==> config.mk <==
export PLATFORM = sky130hd
export DESIGN_NAME = ptm_ctrl
export DESIGN_NICKNAME = d
export VERILOG_FILES = /design/src/hw/rtl/ptm_pkg.sv /design/src/hw/rtl/ptm_ctrl.sv
export SDC_FILE = /design/constraint.sdc
export NUM_CORES = 1
export LEC_CHECK = 0
export BUFFER_PORTS_ARGS = -buffer_cell sky130_fd_sc_hd__buf_2
export CAP_MARGIN = 10
export CORE_AREA = 2 2 39 41
export DETAILED_ROUTE_END_ITERATION = 10
export DIE_AREA = 0 0 41 43
export PLACE_DENSITY = 0.64
export SYNTH_ARGS = -nofsm -noshare
export SYNTH_HDL_FRONTEND = slang
export SYNTH_SLANG_ARGS = --single-unit
==> constraint.sdc <==
create_clock -name clk -period 1.54 [get_ports clk]
set_input_delay 0.308 -clock clk [delete_from_list [all_inputs] [get_ports clk]]
set_output_delay 0.308 -clock clk [all_outputs]
set_load 0.05 [all_outputs]
==> src/hw/rtl/ptm_pkg.sv <==
// ----------------------------------------------------------------------------
// ptm_pkg
// Shared types and constants of the Pauli-term matrix-vector core.
// ----------------------------------------------------------------------------
package ptm_pkg;

    // default sizes
    localparam int SPIN_BITS_DEF = 16;
    localparam int MAX_TERMS_DEF = 64;
    localparam int ACC_DEPTH_DEF = 1024;

    // field widths
    localparam int FUNC_W   = 2;
    localparam int SLOT_W   = 10;
    localparam int MASK_W   = 16;
    localparam int COEFF_W  = 16;
    localparam int COL_W    = 16;
    localparam int X_W      = 16;
    localparam int ACC_W    = 40;
    localparam int PROD_W   = 32;
    localparam int S_DATA_W = 112;
    localparam int M_DATA_W = 40;
    localparam int TERM_W   = 3 * MASK_W + COEFF_W;

    // configuration port
    localparam int CFG_IDX_W  = 2;
    localparam int CFG_DATA_W = 17;
    localparam int TCNT_CFG_W = 7;
    localparam int ROWL_W     = 16;
    localparam int ROWH_W     = 17;

    localparam logic [CFG_IDX_W-1:0] CFG_TERM_COUNT = 2'd0;
    localparam logic [CFG_IDX_W-1:0] CFG_ROW_LOW    = 2'd1;
    localparam logic [CFG_IDX_W-1:0] CFG_ROW_HIGH   = 2'd2;

    localparam logic [ROWH_W-1:0] ROW_HIGH_RESET = 17'd1024;

    // item functions
    localparam logic [FUNC_W-1:0] FUNC_LOAD  = 2'd0;
    localparam logic [FUNC_W-1:0] FUNC_CLEAR = 2'd1;
    localparam logic [FUNC_W-1:0] FUNC_APPLY = 2'd2;
    localparam logic [FUNC_W-1:0] FUNC_READ  = 2'd3;

    // controller states
    typedef enum logic [3:0] {
        ST_INIT_CLEAR,
        ST_IDLE,
        ST_LOAD,
        ST_CLEAR,
        ST_TERM_ADDR,
        ST_TERM_EVAL,
        ST_ACC_READ,
        ST_ACC_WRITE,
        ST_RD_ADDR,
        ST_RD_DATA,
        ST_DONE
    } state_t;

    // controller to datapath
    typedef struct packed {
        logic capture;
        logic load_term;
        logic eval;
        logic acc_issue;
        logic acc_write;
        logic rd_issue;
        logic rd_capture;
        logic clr_step;
        logic out_load;
    } cmd_t;

    // datapath to controller
    typedef struct packed {
        logic term_none;
        logic term_last;
        logic clr_last;
        logic out_free;
    } status_t;

endpackage

==> src/hw/rtl/ptm_ctrl.sv <==
// ----------------------------------------------------------------------------
// ptm_ctrl
// Sequencer for load, clear, apply and read items.
// ----------------------------------------------------------------------------
module ptm_ctrl (
    input  logic                         clk,
    input  logic                         rst_n,
    input  logic                         s_valid,
    input  logic [ptm_pkg::FUNC_W-1:0]   s_func,
    output logic                         s_ready,
    input  ptm_pkg::status_t             status,
    output ptm_pkg::cmd_t                cmd
);

    ptm_pkg::state_t state_reg, state_next;
    logic            accept;

    assign accept = s_valid && (state_reg == ptm_pkg::ST_IDLE);

    // state register
    always_ff @(posedge clk or negedge rst_n)
    begin
        if (!rst_n)
        begin
            state_reg <= ptm_pkg::ST_INIT_CLEAR;
        end
        else
        begin
            state_reg <= state_next;
        end
    end

    // next state
    always_comb
    begin
        state_next = state_reg;
        case (state_reg)
            ptm_pkg::ST_INIT_CLEAR:
            begin
                if (status.clr_last)
                begin
                    state_next = ptm_pkg::ST_IDLE;
                end
            end
            ptm_pkg::ST_IDLE:
            begin
                if (accept)
                begin
                    case (s_func)
                        ptm_pkg::FUNC_LOAD:  state_next = ptm_pkg::ST_LOAD;
                        ptm_pkg::FUNC_CLEAR: state_next = ptm_pkg::ST_CLEAR;
                        ptm_pkg::FUNC_APPLY:
                        begin
                            state_next = status.term_none ? ptm_pkg::ST_DONE
                                                          : ptm_pkg::ST_TERM_ADDR;
                        end
                        default:             state_next = ptm_pkg::ST_RD_ADDR;
                    endcase
                end
            end
            ptm_pkg::ST_LOAD:      state_next = ptm_pkg::ST_DONE;
            ptm_pkg::ST_CLEAR:
            begin
                if (status.clr_last)
                begin
                    state_next = ptm_pkg::ST_DONE;
                end
            end
            ptm_pkg::ST_TERM_ADDR: state_next = ptm_pkg::ST_TERM_EVAL;
            ptm_pkg::ST_TERM_EVAL: state_next = ptm_pkg::ST_ACC_READ;
            ptm_pkg::ST_ACC_READ:  state_next = ptm_pkg::ST_ACC_WRITE;
            ptm_pkg::ST_ACC_WRITE:
            begin
                state_next = status.term_last ? ptm_pkg::ST_DONE : ptm_pkg::ST_TERM_ADDR;
            end
            ptm_pkg::ST_RD_ADDR:   state_next = ptm_pkg::ST_RD_DATA;
            ptm_pkg::ST_RD_DATA:   state_next = ptm_pkg::ST_DONE;
            ptm_pkg::ST_DONE:
            begin
                if (status.out_free)
                begin
                    state_next = ptm_pkg::ST_IDLE;
                end
            end
            default:               state_next = ptm_pkg::ST_IDLE;
        endcase
    end

    // command outputs
    always_comb
    begin
        cmd         = '0;
        s_ready     = 1'b0;
        case (state_reg)
            ptm_pkg::ST_INIT_CLEAR: cmd.clr_step = 1'b1;
            ptm_pkg::ST_IDLE:
            begin
                s_ready     = 1'b1;
                cmd.capture = accept;
            end
            ptm_pkg::ST_LOAD:       cmd.load_term  = 1'b1;
            ptm_pkg::ST_CLEAR:      cmd.clr_step   = 1'b1;
            ptm_pkg::ST_TERM_ADDR:  cmd            = '0;
            ptm_pkg::ST_TERM_EVAL:  cmd.eval       = 1'b1;
            ptm_pkg::ST_ACC_READ:   cmd.acc_issue  = 1'b1;
            ptm_pkg::ST_ACC_WRITE:  cmd.acc_write  = 1'b1;
            ptm_pkg::ST_RD_ADDR:    cmd.rd_issue   = 1'b1;
            ptm_pkg::ST_RD_DATA:    cmd.rd_capture = 1'b1;
            ptm_pkg::ST_DONE:       cmd.out_load   = status.out_free;
            default:                cmd            = '0;
        endcase
    end

endmodule

* Word level (Yosys, flattened, before mapping)
Cells that the tools add are included.
Cells by class: equality and inequality tests 16, muxes and demuxes 18, reduce and logical (&&, ||, !) cells 6
Operators with widths (count):
- $pmux W4 S10 | 1
- $mux W4 | 6
- $eq A4 B3 Y1 const B | 4
- $eq A4 B4 Y1 const B | 3
- $pmux W4 S3 | 1
- $mux W1 | 10
- $eq A4 B2 Y1 const B | 2
- $ne A2 B2 Y1 const B | 4
- $eq A4 B1 Y1 const B | 1
- $logic_not A4 Y1 | 1
- $reduce_and A4 Y1 | 1
- $reduce_or A2 Y1 | 2
- $eq A2 B1 Y1 const B | 1
- $eq A2 B2 Y1 const B | 1
- $logic_not A2 Y1 | 1
- $logic_and A1 B1 Y1 | 1
Word-level totals: flip-flop bits (word level) 4, bits of input ports 9, output and inout port bits 10, word-level logic and storage cells 41

* Depth between registers and ports, before layout
word-level depth 4, depth in mapped cells 5, mapped depth without buffers 4

* Worst setup path after synthesis
OpenSTA, ideal clock, no wires.
kind reg2out, start register state_reg[1], end output cmd[1] (netlist name), data arrival time 1.779 ns, data required time 1.232 ns, path slack -0.547 ns, stages on the path, launching flop included 5, buffers on the path 1, path through dfrtp_1 -> buf_2 -> inv_1 -> nor2_1 -> nor3_1
RTL lines:
- start, declared | RTL line ptm_ctrl.sv:15 | ptm_pkg::state_t state_reg, state_next;
- start signal, assigned | RTL line ptm_ctrl.sv:25 | state_reg <= ptm_pkg::ST_INIT_CLEAR;
- start signal, assigned | RTL line ptm_ctrl.sv:29 | state_reg <= state_next;
- end, declared | RTL line ptm_ctrl.sv:12 | output ptm_pkg::cmd_t cmd

==> run metrics <==
outcome finished, violations left; failing checks setup timing; Reg2Reg Setup Slack 0.04 ns; gr usage total 0.222; reg-to-reg startpoint state_reg[2]$_DFFE_PN0P_; Via density 5.60; Fill cells 117; met2 wire len 1.03 mm; layout cells sized above 1 0.656; Yosys cell types 32; Yosys reg bits 4; drt first pass iters 4; Mapped Avg Cell Area approximately 7.7 µm²; Detail Route Antenna Nets 0; Slew headroom 0.821; DR iter-0 viols 14; row count 14; Die Span Y 43 µm; Critical Path RT 1.23 ns; met3 WL post-DR 89 µm; CP endpoint kind output port; CP Launch Type register; die width roughly 41 µm; initial antenna violation count 0; RSZ-0062 raised after global routing true; worst r2r dst state_reg[1]$_DFFE_PN0P_; first-pass GRT wire length 2.57 mm; Setup Crit Path Kind register to output port; Seq/Total Area, Yosys 0.214; CTS tree done; adder-cell share of the synthesized area 0; via count ~630; highest routed layer met4; worst r2r path cells 5; Post-Syn Instances 61; pin count of the biggest net entering global routing 9; Initial Utilization 0.337; setup ws final -0.0878 ns; dominant synthesized flop cell dfrtp_1; Hold EP state_reg[3]$_DFFE_PN0P_; max FFs per register 4; asr flop ratio synth 1.00; post-layout util 0.637; area share of xor/xnor cells in the synthesized design 0; Slew @ Worst Pin between 0.2 and 0.3 ns; core area 1380 µm²; area delta synth->final 88.7%; setup violators final 7; I/O Buffers 18; nets@finish 107; placed cell areas 617 µm²; final slew viol count 0; per-cell routed wire length 16.3 µm; I/O pin total 19; arrival time worst endpoint 1.32 ns; ANT cells 0; met1 WL roughly 620 µm; mux cell area share after synthesis 0.0214; yosys warns 0; worst hold path startpoint status[0]; clock slew at reported path FFs roughly 0.04 ns; Syn Std Cell Area 467 µm²; Static Leak 0.000398 µW; PwrDens between 1500 and 2000 nW/µm²; Layout Skew 0.00160 ns; Post-Syn Nets 70; Peak VDD IR around 800 µV; Hold Slack 0.310 ns; Sink Count 4; fraction of the mapped netlist area in compound gates 0.260; CTS root buf clkbuf_4; Final Hold Vio Count 0; CP max FO 7; max-cap violations 0; drt total wl 1.83 mm; hpwl dp 1.02 mm; HP Class primary input to register; fmax 614 MHz; Tcrit/Tclk final 1.06; grt total ovfl 0; Worst-Skew Late Latency 0.23 ns; fin area 881 µm²; H-tree depth 1; number of enable flip-flop cells after synthesis 0; die area 1760 µm²; min Tclk post-route 1.63 ns; RePlAce Congestion 0.796; hold path cells 2; DRC 0; Num CTS Buffers 3; clock buffer depth 2; number of global-route vias before repair 575; Post-Synth Simple-Gate Area 0.426; main combinational cell family by area after synthesis simple AND/OR/NAND/NOR gates
## final cells by class
cell class              count  area (µm²)  share of cell area
flip-flops and latches      4         105               0.119
multi-input cells          52         420               0.477
inverters                   1        3.75             0.00426
clock buffers               3        22.5              0.0256
repair buffers             36         309               0.351
well taps                  16        20.0              0.0227
## routing by layer
metal	vias up	track usage
li1	293	-
met1	296	0.267
met2	30	0.322
met3	8	0.0733
met4	0	0.140
met5	-	0
## logic make-up after synthesis
group / Yosys count
compound gates: 16
simple gates: 35
mux: 1
flops: 4
buf+inv: 5
## cell usage in the layout (no fill, tap or decap), types with 3 or more instances in the layout
| cell | count |
|---|---|
| a21oi_1 | 3 |
| buf_8 | 3 |
| nand2b_4 | 3 |
| nor2_2 | 4 |
| nor2_1 | 3 |
| nor2_4 | 3 |
| nand2_1 | 4 |
| dfrtp_2 | 4 |
| clkbuf_4 | 3 |
| buf_4 | 15 |
| buf_2 | 8 |
| buf_6 | 9 |
| nand2b_1 | 3 |
## worst max-delay path, stage by stage, from the launching register on
cell	delay [ns]
dfrtp_2	0.45
or2_4	0.31
nor3_2	0.14
buf_6	0.18
## how the worst max path moves through the flow
| stage | from | to | slack [ns] | cells past startpoint |
|---|---|---|---|---|
| after floorplan | state_reg[0]$_DFFE_PN0P_ | cmd[5] | -0.15 | 3 |
| after global placement | state_reg[2]$_DFFE_PN0P_ | cmd[1] | 0.07 | 3 |
| after detailed placement | state_reg[3]$_DFFE_PN0P_ | cmd[1] | 0.04 | 3 |
| after CTS | state_reg[1]$_DFFE_PN0P_ | cmd[8] | -0.05 | 3 |
| after global routing | state_reg[2]$_DFFE_PN0P_ | cmd[1] | -0.15 | 3 |
| final | state_reg[2]$_DFFE_PN0P_ | cmd[1] | -0.09 | 3 |
## Yosys cell counts (all sizes together), types with 2 or more instances
master	instances	area share
nand3	2	0.021
a221oi	2	0.051
nand2	4	0.032
buf	4	0.070
nor3b	2	0.043
and3	3	0.043
o21a	2	0.032
nor2	10	0.080
nor3	2	0.021
a21oi	3	0.032
dfrtp	4	0.21
o21ai	3	0.032
nand2b	6	0.080
## where the power goes
group / switching, µW / internal (µW) / total [µW] / leakage, µW
logic: 741 / 643 / 1380 / 0.000338
clock network: 38.7 / 86.9 / 126 / 0.0000138
registers: 62.7 / 147 / 210 / 0.0000462
total: 843 / 877 / 1720 / 0.000398
## timing repair
item | CTS | global route
hold buffers | 1 | 0
endpoints found under the setup margin | 10 | 14
endpoints found under the hold margin | 4 | 0
pin swaps | 5 | 6
gates resized for setup | 30 | 16
setup buffers | 7 | 3
## per-stage QoR
step	instances	setup TNS (ns)	setup WS (ns)	power, µW
2_1_floorplan	61	-0.618	-0.150	907
3_3_place_gp	99	0	0.0657	1120
3_5_place_dp	99	0	0.0423	1120
4_1_cts	110	-0.185	-0.0510	1530
5_1_grt	112	-0.758	-0.147	1810
6_report	112	-0.283	-0.0878	1720
(Power assumes the default switching activity.)
